==> src/hdl/epaper_spi_frame_serializer_macros.svh <==
// Assertion macros used by the serializer top level.
`ifndef EPAPER_SPI_FRAME_SERIALIZER_MACROS_SVH
`define EPAPER_SPI_FRAME_SERIALIZER_MACROS_SVH

`ifndef NO_ASSERTIONS

`define ESFS_NEVER(label, clk_sig, rstn_sig, expr, msg) \
    label: assert property (@(posedge clk_sig) disable iff (!rstn_sig) !(expr)) \
        else $error(msg);

`define ESFS_IMPLIES(label, clk_sig, rstn_sig, ante, cons, msg) \
    label: assert property (@(posedge clk_sig) disable iff (!rstn_sig) (ante) |-> (cons)) \
        else $error(msg);

`define ESFS_NEXT(label, clk_sig, rstn_sig, ante, cons, msg) \
    label: assert property (@(posedge clk_sig) disable iff (!rstn_sig) (ante) |=> (cons)) \
        else $error(msg);

`else

`define ESFS_NEVER(label, clk_sig, rstn_sig, expr, msg)

`define ESFS_IMPLIES(label, clk_sig, rstn_sig, ante, cons, msg)

`define ESFS_NEXT(label, clk_sig, rstn_sig, ante, cons, msg)

`endif

`endif

==> src/hdl/esfs_pkg.sv <==
// Types, constants and functions of the display serializer.
`default_nettype none

package esfs_pkg;

    localparam int ROW_PITCH_DEFAULT   = 22;
    localparam int LEFT_PAD_DEFAULT    = 1;
    localparam int QUEUE_DEPTH_DEFAULT = 4;

    localparam int CMD_W   = 2;
    localparam int BYTE_W  = 8;
    localparam int COL_W   = 5;
    localparam int LEAD_W  = 3;
    localparam int TRAIL_W = 5;

    localparam logic [COL_W-1:0]  ROW_WIDTH_RESET = 5'd21;
    localparam logic [BYTE_W-1:0] PAD_WIRE        = 8'hFF;

    typedef enum logic [CMD_W-1:0] {
        CMD_COMMAND = 2'd0,
        CMD_DATA    = 2'd1,
        CMD_IMAGE   = 2'd2,
        CMD_NONE    = 2'd3
    } cmd_t;

    typedef struct packed {
        logic [LEAD_W-1:0]  lead;
        logic [BYTE_W-1:0]  body;
        logic               dc;
        logic [TRAIL_W-1:0] trail;
    } job_t;

    typedef struct packed {
        logic full;
        logic empty;
    } q_stat_t;

    function automatic logic [BYTE_W-1:0] image_wire(input logic [BYTE_W-1:0] d);
        logic [BYTE_W-1:0] r;
        for (int i = 0; i < BYTE_W; i++)
        begin
            r[i] = d[BYTE_W-1-i];
        end
        return ~r;
    endfunction

endpackage

`default_nettype wire

==> src/hdl/esfs_if.sv <==
// Stream interfaces for command items and wire bytes.
`default_nettype none

interface esfs_in_if
    import esfs_pkg::*;
();
    logic              valid;
    logic              ready;
    logic [CMD_W-1:0]  cmd;
    logic [BYTE_W-1:0] value;

    modport source (output valid, cmd, value, input ready);
    modport sink   (input valid, cmd, value, output ready);
endinterface

interface esfs_out_if
    import esfs_pkg::*;
();
    logic              valid;
    logic              ready;
    logic [BYTE_W-1:0] wire_byte;
    logic              dc_level;
    logic              run_last;

    modport source (output valid, wire_byte, dc_level, run_last, input ready);
    modport sink   (input valid, wire_byte, dc_level, run_last, output ready);
endinterface

`default_nettype wire

==> src/hdl/esfs_front.sv <==
// Front end: accepts items, tracks the row column and builds byte jobs.
`default_nettype none

module esfs_front
    import esfs_pkg::*;
#(
    parameter int ROW_PITCH = ROW_PITCH_DEFAULT,
    parameter int LEFT_PAD  = LEFT_PAD_DEFAULT
)
(
    input  wire logic             clk,
    input  wire logic             rst_n,
    input  wire logic             cfg_we,
    input  wire logic [COL_W-1:0] cfg_wdata,
    esfs_in_if.sink               cmd_stream,
    input  wire q_stat_t          q_stat,
    output logic                  push,
    output job_t                  push_job
);

    localparam int LIM  = (ROW_PITCH > LEFT_PAD) ? (ROW_PITCH - LEFT_PAD) : 1;
    localparam int SPAN = ROW_PITCH - LEFT_PAD;

    localparam logic [COL_W:0]        LIM_W  = (COL_W+1)'(LIM);
    localparam logic signed [COL_W+1:0] SPAN_S = (COL_W+2)'(SPAN);

    logic [COL_W-1:0] row_width_reg;
    logic [COL_W-1:0] col_reg;
    logic [COL_W-1:0] col_next;

    logic [COL_W:0]            width_eff;
    logic signed [COL_W+1:0]   trail_diff;
    logic [TRAIL_W-1:0]        trail_cnt;
    logic                      row_end;
    logic                      accept;

    always_comb
    begin
        width_eff = (row_width_reg == '0) ? (COL_W+1)'(1) : {1'b0, row_width_reg};
        if (width_eff > LIM_W)
        begin
            width_eff = LIM_W;
        end
        trail_diff = SPAN_S - $signed({1'b0, width_eff});
        trail_cnt  = (trail_diff > 0) ? trail_diff[TRAIL_W-1:0] : '0;
        row_end    = (({1'b0, col_reg} + (COL_W+1)'(1)) >= width_eff);
    end

    assign cmd_stream.ready = !q_stat.full;
    assign accept           = cmd_stream.valid && cmd_stream.ready;

    always_comb
    begin
        push           = 1'b0;
        col_next       = col_reg;
        push_job.lead  = '0;
        push_job.body  = cmd_stream.value;
        push_job.dc    = 1'b1;
        push_job.trail = '0;
        case (cmd_stream.cmd)
            CMD_COMMAND:
            begin
                push        = accept;
                push_job.dc = 1'b0;
                col_next    = '0;
            end
            CMD_DATA:
            begin
                push = accept;
            end
            CMD_IMAGE:
            begin
                push          = accept;
                push_job.body = image_wire(cmd_stream.value);
                push_job.lead = (col_reg == '0) ? LEAD_W'(LEFT_PAD) : '0;
                if (row_end)
                begin
                    push_job.trail = trail_cnt;
                    col_next       = '0;
                end
                else
                begin
                    col_next = col_reg + COL_W'(1);
                end
            end
            default:
            begin
                push = 1'b0;
            end
        endcase
    end

    always_ff @(posedge clk or negedge rst_n)
    begin
        if (!rst_n)
        begin
            row_width_reg <= ROW_WIDTH_RESET;
            col_reg       <= '0;
        end
        else
        begin
            if (cfg_we)
            begin
                row_width_reg <= cfg_wdata;
            end
            if (accept)
            begin
                col_reg <= col_next;
            end
        end
    end

endmodule

`default_nettype wire

==> src/hdl/esfs_queue.sv <==
// Job queue between the front end and the byte sequencer.
`default_nettype none

module esfs_queue
    import esfs_pkg::*;
#(
    parameter int QUEUE_DEPTH = QUEUE_DEPTH_DEFAULT
)
(
    input  wire logic clk,
    input  wire logic rst_n,
    input  wire logic push,
    input  wire job_t push_job,
    input  wire logic pop,
    output job_t      head_job,
    output q_stat_t   q_stat
);

    localparam int PTR_W = (QUEUE_DEPTH > 1) ? $clog2(QUEUE_DEPTH) : 1;
    localparam int CNT_W = $clog2(QUEUE_DEPTH + 1);
    localparam logic [PTR_W-1:0] PTR_LAST = PTR_W'(QUEUE_DEPTH - 1);
    localparam logic [CNT_W-1:0] CNT_FULL = CNT_W'(QUEUE_DEPTH);

    job_t mem [QUEUE_DEPTH];

    logic [PTR_W-1:0] wr_ptr_reg;
    logic [PTR_W-1:0] rd_ptr_reg;
    logic [CNT_W-1:0] count_reg;
    logic [CNT_W-1:0] count_next;

    assign q_stat.full  = (count_reg == CNT_FULL);
    assign q_stat.empty = (count_reg == '0);
    assign head_job     = mem[rd_ptr_reg];

    always_comb
    begin
        count_next = count_reg;
        if (push && !pop)
        begin
            count_next = count_reg + CNT_W'(1);
        end
        else if (pop && !push)
        begin
            count_next = count_reg - CNT_W'(1);
        end
    end

    always_ff @(posedge clk)
    begin
        if (push)
        begin
            mem[wr_ptr_reg] <= push_job;
        end
    end

    always_ff @(posedge clk or negedge rst_n)
    begin
        if (!rst_n)
        begin
            wr_ptr_reg <= '0;
            rd_ptr_reg <= '0;
            count_reg  <= '0;
        end
        else
        begin
            count_reg <= count_next;
            if (push)
            begin
                wr_ptr_reg <= (wr_ptr_reg == PTR_LAST) ? '0 : wr_ptr_reg + PTR_W'(1);
            end
            if (pop)
            begin
                rd_ptr_reg <= (rd_ptr_reg == PTR_LAST) ? '0 : rd_ptr_reg + PTR_W'(1);
            end
        end
    end

endmodule

`default_nettype wire

==> src/hdl/esfs_back.sv <==
// Back end: expands jobs into pad and payload bytes behind an output register.
`default_nettype none

module esfs_back
    import esfs_pkg::*;
(
    input  wire logic    clk,
    input  wire logic    rst_n,
    input  wire job_t    head_job,
    input  wire q_stat_t q_stat,
    output logic         pop,
    esfs_out_if.source   wire_stream
);

    logic               active_reg;
    logic               active_next;
    logic [LEAD_W-1:0]  lead_reg;
    logic [LEAD_W-1:0]  lead_next;
    logic               body_pend_reg;
    logic               body_pend_next;
    logic [TRAIL_W-1:0] trail_reg;
    logic [TRAIL_W-1:0] trail_next;
    logic [BYTE_W-1:0]  body_reg;
    logic [BYTE_W-1:0]  body_next;
    logic               dc_reg;
    logic               dc_next;

    logic               out_valid_reg;
    logic               out_valid_next;
    logic [BYTE_W-1:0]  out_byte_reg;
    logic [BYTE_W-1:0]  out_byte_next;
    logic               out_dc_reg;
    logic               out_dc_next;
    logic               out_last_reg;
    logic               out_last_next;

    logic               src_body_pend;
    job_t               src;
    logic               slot_free;
    logic               advance;
    logic               rem_any;

    assign wire_stream.valid     = out_valid_reg;
    assign wire_stream.wire_byte = out_byte_reg;
    assign wire_stream.dc_level  = out_dc_reg;
    assign wire_stream.run_last  = out_last_reg;

    always_comb
    begin
        if (active_reg)
        begin
            src.lead      = lead_reg;
            src.body      = body_reg;
            src.dc        = dc_reg;
            src.trail     = trail_reg;
            src_body_pend = body_pend_reg;
        end
        else
        begin
            src           = head_job;
            src_body_pend = 1'b1;
        end

        slot_free = !out_valid_reg || wire_stream.ready;
        advance   = slot_free && (active_reg || !q_stat.empty);
        pop       = advance && !active_reg;

        lead_next      = src.lead;
        body_pend_next = src_body_pend;
        trail_next     = src.trail;
        body_next      = src.body;
        dc_next        = src.dc;
        out_byte_next  = PAD_WIRE;

        if (src.lead != '0)
        begin
            lead_next = src.lead - LEAD_W'(1);
        end
        else if (src_body_pend)
        begin
            body_pend_next = 1'b0;
            out_byte_next  = src.body;
        end
        else
        begin
            trail_next = src.trail - TRAIL_W'(1);
        end

        rem_any       = (lead_next != '0) || body_pend_next || (trail_next != '0);
        out_dc_next   = src.dc;
        out_last_next = !rem_any;

        active_next    = active_reg;
        out_valid_next = out_valid_reg;
        if (slot_free)
        begin
            out_valid_next = advance;
        end
        if (advance)
        begin
            active_next = rem_any;
        end
    end

    always_ff @(posedge clk)
    begin
        if (advance)
        begin
            lead_reg      <= lead_next;
            body_pend_reg <= body_pend_next;
            trail_reg     <= trail_next;
            body_reg      <= body_next;
            dc_reg        <= dc_next;
            out_byte_reg  <= out_byte_next;
            out_dc_reg    <= out_dc_next;
            out_last_reg  <= out_last_next;
        end
    end

    always_ff @(posedge clk or negedge rst_n)
    begin
        if (!rst_n)
        begin
            active_reg    <= 1'b0;
            out_valid_reg <= 1'b0;
        end
        else
        begin
            active_reg    <= active_next;
            out_valid_reg <= out_valid_next;
        end
    end

endmodule

`default_nettype wire

==> src/hdl/epaper_spi_frame_serializer.sv <==
// Top level of the display serializer with data/command line.
// Usage:
//   cmd_stream carries one software item per transfer: cmd selects a command
//   byte, a plain data byte or an image byte; the fourth code is dropped.
//   wire_stream carries one byte per transfer: the data
//   pin levels in send order, the data/command level and a flag on the last
//   byte that an item produced.
//   cfg_we/cfg_wdata write the row width; write it only while the block idles.
// Timing:
//   The front end takes an item in every cycle while the job queue has room.
//   The back end sends one wire byte per cycle from the queue head while the
//   receiver is ready; an image item at the start or the end of a row adds
//   pad bytes (LEFT_PAD before, ROW_PITCH - LEFT_PAD - width after) to its
//   image byte. Each job passes through the queue and the output register.
// Reset:
//   Clears the queue, the column count and the output register; the row
//   width returns to 21.
// Stall:
//   A stalled receiver holds the output register; the queue fills and then
//   cmd_stream.ready drops.
`default_nettype none

`include "epaper_spi_frame_serializer_macros.svh"

module epaper_spi_frame_serializer
    import esfs_pkg::*;
#(
    parameter int ROW_PITCH   = ROW_PITCH_DEFAULT,
    parameter int LEFT_PAD    = LEFT_PAD_DEFAULT,
    parameter int QUEUE_DEPTH = QUEUE_DEPTH_DEFAULT
)
(
    input  wire logic             clk,
    input  wire logic             rst_n,
    input  wire logic             cfg_we,
    input  wire logic [COL_W-1:0] cfg_wdata,
    esfs_in_if.sink               cmd_stream,
    esfs_out_if.source            wire_stream
);

    logic    push;
    logic    pop;
    job_t    push_job;
    job_t    head_job;
    q_stat_t q_stat;

    esfs_front #(
        .ROW_PITCH (ROW_PITCH),
        .LEFT_PAD  (LEFT_PAD)
    ) u_front (
        .clk        (clk),
        .rst_n      (rst_n),
        .cfg_we     (cfg_we),
        .cfg_wdata  (cfg_wdata),
        .cmd_stream (cmd_stream),
        .q_stat     (q_stat),
        .push       (push),
        .push_job   (push_job)
    );

    esfs_queue #(
        .QUEUE_DEPTH (QUEUE_DEPTH)
    ) u_queue (
        .clk      (clk),
        .rst_n    (rst_n),
        .push     (push),
        .push_job (push_job),
        .pop      (pop),
        .head_job (head_job),
        .q_stat   (q_stat)
    );

    esfs_back u_back (
        .clk         (clk),
        .rst_n       (rst_n),
        .head_job    (head_job),
        .q_stat      (q_stat),
        .pop         (pop),
        .wire_stream (wire_stream)
    );

    `ESFS_NEVER(a_no_overflow, clk, rst_n, push && q_stat.full && !pop, "queue overflow")
    `ESFS_NEVER(a_no_underflow, clk, rst_n, pop && q_stat.empty, "queue underflow")
    `ESFS_IMPLIES(a_cmd_single, clk, rst_n, wire_stream.valid && !wire_stream.dc_level, wire_stream.run_last, "command byte not last")
    `ESFS_NEXT(a_out_hold, clk, rst_n, wire_stream.valid && !wire_stream.ready, wire_stream.valid && $stable(wire_stream.wire_byte), "output changed while stalled")

endmodule

`default_nettype wire

==> src/flat_wrapper.sv <==
// flat-port wrapper written by rule: the top's interface ports become plain ports
module epaper_spi_frame_serializer_flat import esfs_pkg::*;
#(
    parameter int ROW_PITCH   = ROW_PITCH_DEFAULT,
    parameter int LEFT_PAD    = LEFT_PAD_DEFAULT,
    parameter int QUEUE_DEPTH = QUEUE_DEPTH_DEFAULT
)
  (clk, rst_n, cfg_we, cfg_wdata, cmd_stream_valid, cmd_stream_cmd, cmd_stream_value, cmd_stream_ready, wire_stream_valid, wire_stream_wire_byte, wire_stream_dc_level, wire_stream_run_last, wire_stream_ready);
  esfs_in_if cmd_stream_i ();
  esfs_out_if wire_stream_i ();
  input  wire logic clk;
  input  wire logic rst_n;
  input  wire logic cfg_we;
  input  wire logic [COL_W-1:0] cfg_wdata;
  input wire logic [$bits(cmd_stream_i.valid)-1:0] cmd_stream_valid;
  input wire logic [$bits(cmd_stream_i.cmd)-1:0] cmd_stream_cmd;
  input wire logic [$bits(cmd_stream_i.value)-1:0] cmd_stream_value;
  output wire logic [$bits(cmd_stream_i.ready)-1:0] cmd_stream_ready;
  output wire logic [$bits(wire_stream_i.valid)-1:0] wire_stream_valid;
  output wire logic [$bits(wire_stream_i.wire_byte)-1:0] wire_stream_wire_byte;
  output wire logic [$bits(wire_stream_i.dc_level)-1:0] wire_stream_dc_level;
  output wire logic [$bits(wire_stream_i.run_last)-1:0] wire_stream_run_last;
  input wire logic [$bits(wire_stream_i.ready)-1:0] wire_stream_ready;
  assign cmd_stream_i.valid = cmd_stream_valid;
  assign cmd_stream_i.cmd = cmd_stream_cmd;
  assign cmd_stream_i.value = cmd_stream_value;
  assign cmd_stream_ready = cmd_stream_i.ready;
  assign wire_stream_valid = wire_stream_i.valid;
  assign wire_stream_wire_byte = wire_stream_i.wire_byte;
  assign wire_stream_dc_level = wire_stream_i.dc_level;
  assign wire_stream_run_last = wire_stream_i.run_last;
  assign wire_stream_i.ready = wire_stream_ready;
  epaper_spi_frame_serializer #(.ROW_PITCH(ROW_PITCH), .LEFT_PAD(LEFT_PAD), .QUEUE_DEPTH(QUEUE_DEPTH)) u_core (.clk(clk), .rst_n(rst_n), .cfg_we(cfg_we), .cfg_wdata(cfg_wdata), .cmd_stream(cmd_stream_i), .wire_stream(wire_stream_i));
endmodule
==> config.mk <==
export PLATFORM = sky130hd
export DESIGN_NAME = epaper_spi_frame_serializer_flat
export DESIGN_NICKNAME = d
export VERILOG_FILES = /design/src/hdl/esfs_pkg.sv /design/src/hdl/esfs_if.sv /design/src/hdl/esfs_front.sv /design/src/hdl/esfs_queue.sv /design/src/hdl/esfs_back.sv /design/src/hdl/epaper_spi_frame_serializer.sv /design/src/flat_wrapper.sv
export VERILOG_INCLUDE_DIRS = /design/src /design/src/hdl
export SDC_FILE = /design/constraint.sdc
export NUM_CORES = 1
export LEC_CHECK = 0
export BUFFER_PORTS_ARGS = -buffer_cell sky130_fd_sc_hd__buf_2
export CAP_MARGIN = 20
export CORE_ASPECT_RATIO = 0.8
export CORE_MARGIN = 2
export CORE_UTILIZATION = 29
export CTS_CLUSTER_SIZE = 10
export DETAILED_ROUTE_END_ITERATION = 16
export GPL_ROUTABILITY_DRIVEN = 1
export PLACE_DENSITY = 0.48
export SLEW_MARGIN = 5
export SYNTH_ARGS = -nofsm -noshare
export SYNTH_HDL_FRONTEND = slang
export SYNTH_HIERARCHICAL = 1
export SYNTH_SLANG_ARGS = --single-unit
==> constraint.sdc <==
create_clock -name clk -period 3.9 [get_ports clk]
set_clock_uncertainty 0.2 [all_clocks]
set_input_delay 0.195 -clock clk [delete_from_list [all_inputs] [get_ports clk]]
set_output_delay 0.195 -clock clk [all_outputs]
set_load 0.05 [all_outputs]
==> impl_metrics.yaml <==
outcome:
  run_status: "completed"
place:
  hpwl_um: 6430
  portBuffers: 31
  gp_congestion: 0.779
timing:
  rsz0062_at_grt: "no"
  period_needed_ps: 3490
  period_share_pct: 89.4
  fin_tns_setup_ps: 0
  slew_viol_final: 0
  max_freq_mhz: 287
  final-hold-violation-count: 0
  tightest_slew_ps: 988
  finalSetupViolations: 0
  slew_headroom_pct: 34.2
die:
  die-height_um: 124
  fp.dieArea_mm2: 0.0190
  core_mm2: 0.0174
  start_util_pct: 29.8
  ioPinCount: 32
  rows: 43
  die_w_um: 154
clock_tree:
  cts_resized: 0
  cts.path.max_buffers: 2
  tritoncts: "done"
  cts_hold_buf: 18
  clk_transition_reported_paths_ps: 50
  clk_latency_ps: 400
  clock-sinks: 114
  root_buffer: "clkbuf_16"
  htree_levels: 4
  cts_setup_buffers: 0
  cts_buffers: 17
final_layout:
  drive_gt1_share_pct: 24.3
  antenna_cells: 0
  final_util_pct: 36.9
  syn_to_final_growth_pct: 23.6
  largest_reg_flops: 68
  nNetsFinal: 433
  fill_cells: 1674
global_route:
  grt_antenna_before_repair: 0
  grt_max_degree: 27
  grt_overflow_total: 0
  grt_pass1_vias: 2834
  grt_usage_pct: 10.9
  grt_pass1_wl_um: 15400
critical_path:
  arrival_ps: 3440
  max_stage_delay_ps: 570
  crit_fanout: 8
  critical_path_class: "register to register"
  required_ps: 3850
  path_cells: "buf_4 > mux4_1 > mux2i_1 > ha_1 > buf_4 > nor4bb_1 > o21ai_0 > and3_1 > a21oi_1 > nor2_1"
  path_common_cell: "buf_4"
  setup.worst_path.start_class: "register"
  endpoint_kind: "register"
  cp_slowest_cell: "nor4bb_1"
worst_hold_path:
  min_path_type: "input port to register"
detailed_routing:
  wl_um: 9510
  wire_per_inst_um: 15.1
  drcViolationCount: 0
  num_vias: 2837
  drt_pass1_iterations: 4
  drtAntennaViolNets: 0
  initialDrtViolationCount: 139
  vias_per_cell: 4.49
synth:
  ys_seq_area_share_pct: 64.1
  synth_top_area_cell: "edfxtp_1"
  async_flop_share_pct: 16.7
  syn_inst: 331
  synthFlopType: "edfxtp_1"
  synth_edf_count: 95
  synth_most_common_cell: "edfxtp_1"
  synthDistinctLibCells: 53
  netlist.area_leader.share_pct: 54.9
  postSynthAreaPerCell_um2: 15.7
  synthTopCellsByArea: "edfxtp_1 (55%), dfrtp_1 (7.7%), mux4_1 (4.5%)"
  syn_area_mm2: 0.00520
  ys_warn_count: 6
  ys_ff_latch: 114
  yosys-top-cells-count: "edfxtp_1 (95), nand2_1 (21), ha_1 (18), o21ai_0 (17), dfrtp_1 (16)"
power:
  clock_power_share_pct: 39.4
  netSwitchingFraction_pct: 25.9
  power_density_mw_per_mm2: 663
  p_int_uw: 3160
  switching_power_uw: 1100
  max-vdd-ir-drop_mv: 0.322
  finalPower_uw: 4260
  leakagePower_uw: 0.00238
  power_frac_seq_pct: 39.1
  comb_power_share_pct: 21.6
job:
  drv_cap: 0
## final timing paths
kind | startpoint | to | slack (ps) | depth (start not counted)
max reg2reg | u_core/u_queue/rd_ptr_reg[0] | u_core/u_back/wire_stream.run_last | 410 | 10
max | u_core/u_queue/rd_ptr_reg[0] | u_core/u_back/wire_stream.run_last | 410 | 10
max in group asynchronous | rst_n | u_core/u_front/row_width_reg[0] | 3050 | 2
min in group asynchronous | rst_n | u_core/u_front/row_width_reg[3] | 90 | 2
min reg2reg | u_core/u_queue/count_reg[2] | u_core/u_queue/count_reg[2] | 290 | 1
min | cmd_stream_cmd[0] | u_core/u_front/col_reg[0] | 20 | 4
## per-stage QoR
stage                     worst slack (ps)  cell area (um^2)  instances  hold WS [ps]
after floorplan                        406              5200        332          -301
after global placement                 548              5600        582         -20.9
after detailed placement               424              5600        582         -4.26
after CTS                              399              6420        632          2.72
after global routing                   148              6420        632          30.8
final                                  413              6420        632          22.6
## kinds of logic after synthesis
kind of cell	share of synthesized area [%]
AO/OA/AOI/OAI	5.27
XOR/XNOR	1.69
adder cells (fa/ha/maj)	4.72
buffers and inverters	2.74
flip-flops	64.1
multiplexers	12.8
other	0.0722
AND/OR/NAND/NOR	8.59
## power by group through the flow
| stage | clock network, uW | logic [uW] | registers (uW) |
|---|---|---|---|
| floorplan | 0 | 700 | 1660 |
| global placement | 0 | 906 | 1690 |
| detailed placement | 0 | 924 | 1690 |
| CTS | 1720 | 938 | 1670 |
| global route | 1780 | 1020 | 1690 |
| finish | 1680 | 920 | 1660 |
## worst max-delay path, delay by kind of cell (launching register included)
family | cells | cell delay, ps
and+or+nand+nor | 3 | 860
buffers and inverters | 2 | 400
DFF | 1 | 420
adders and majority gates | 1 | 230
muxes | 2 | 770
AOI/OAI and AO/OA | 2 | 340
## placed cells by master, fill, tap and decap left out, types with 8 or more instances in the layout
cell type	instances
a21oi_1	8
buf_2	31
clkbuf_16	17
dfrtp_1	16
dlygate4sd3_1	18
edfxtp_1	95
ha_1	18
inv_1	15
mux2_2	15
mux2i_1	8
mux4_1	9
mux4_2	8
nand2_1	21
nand2b_1	13
nor2_1	10
o21ai_0	17
## routing by layer
metal | vias to the layer above | global-route usage [%] | routed length [um]
li1 | 1390 | - | -
met1 | 1390 | 14.3 | 4830
met2 | 52 | 16.7 | 4270
met3 | 5 | 3.97 | 328
met4 | 0 | 4.30 | 90
met5 | - | 0 | 0
## layout make-up
type / instances / area (um^2) / area share (%)
sequential: 114 / 3330 / 51.9
multi-input combinational: 191 / 1730 / 26.9
clock buffer: 17 / 425 / 6.62
timing repair buffer: 55 / 380 / 5.92
tap: 225 / 282 / 4.38
clock inverter: 15 / 219 / 3.41
inverter: 15 / 56.3 / 0.876
Note: power is estimated with default switching activity, not from simulation.
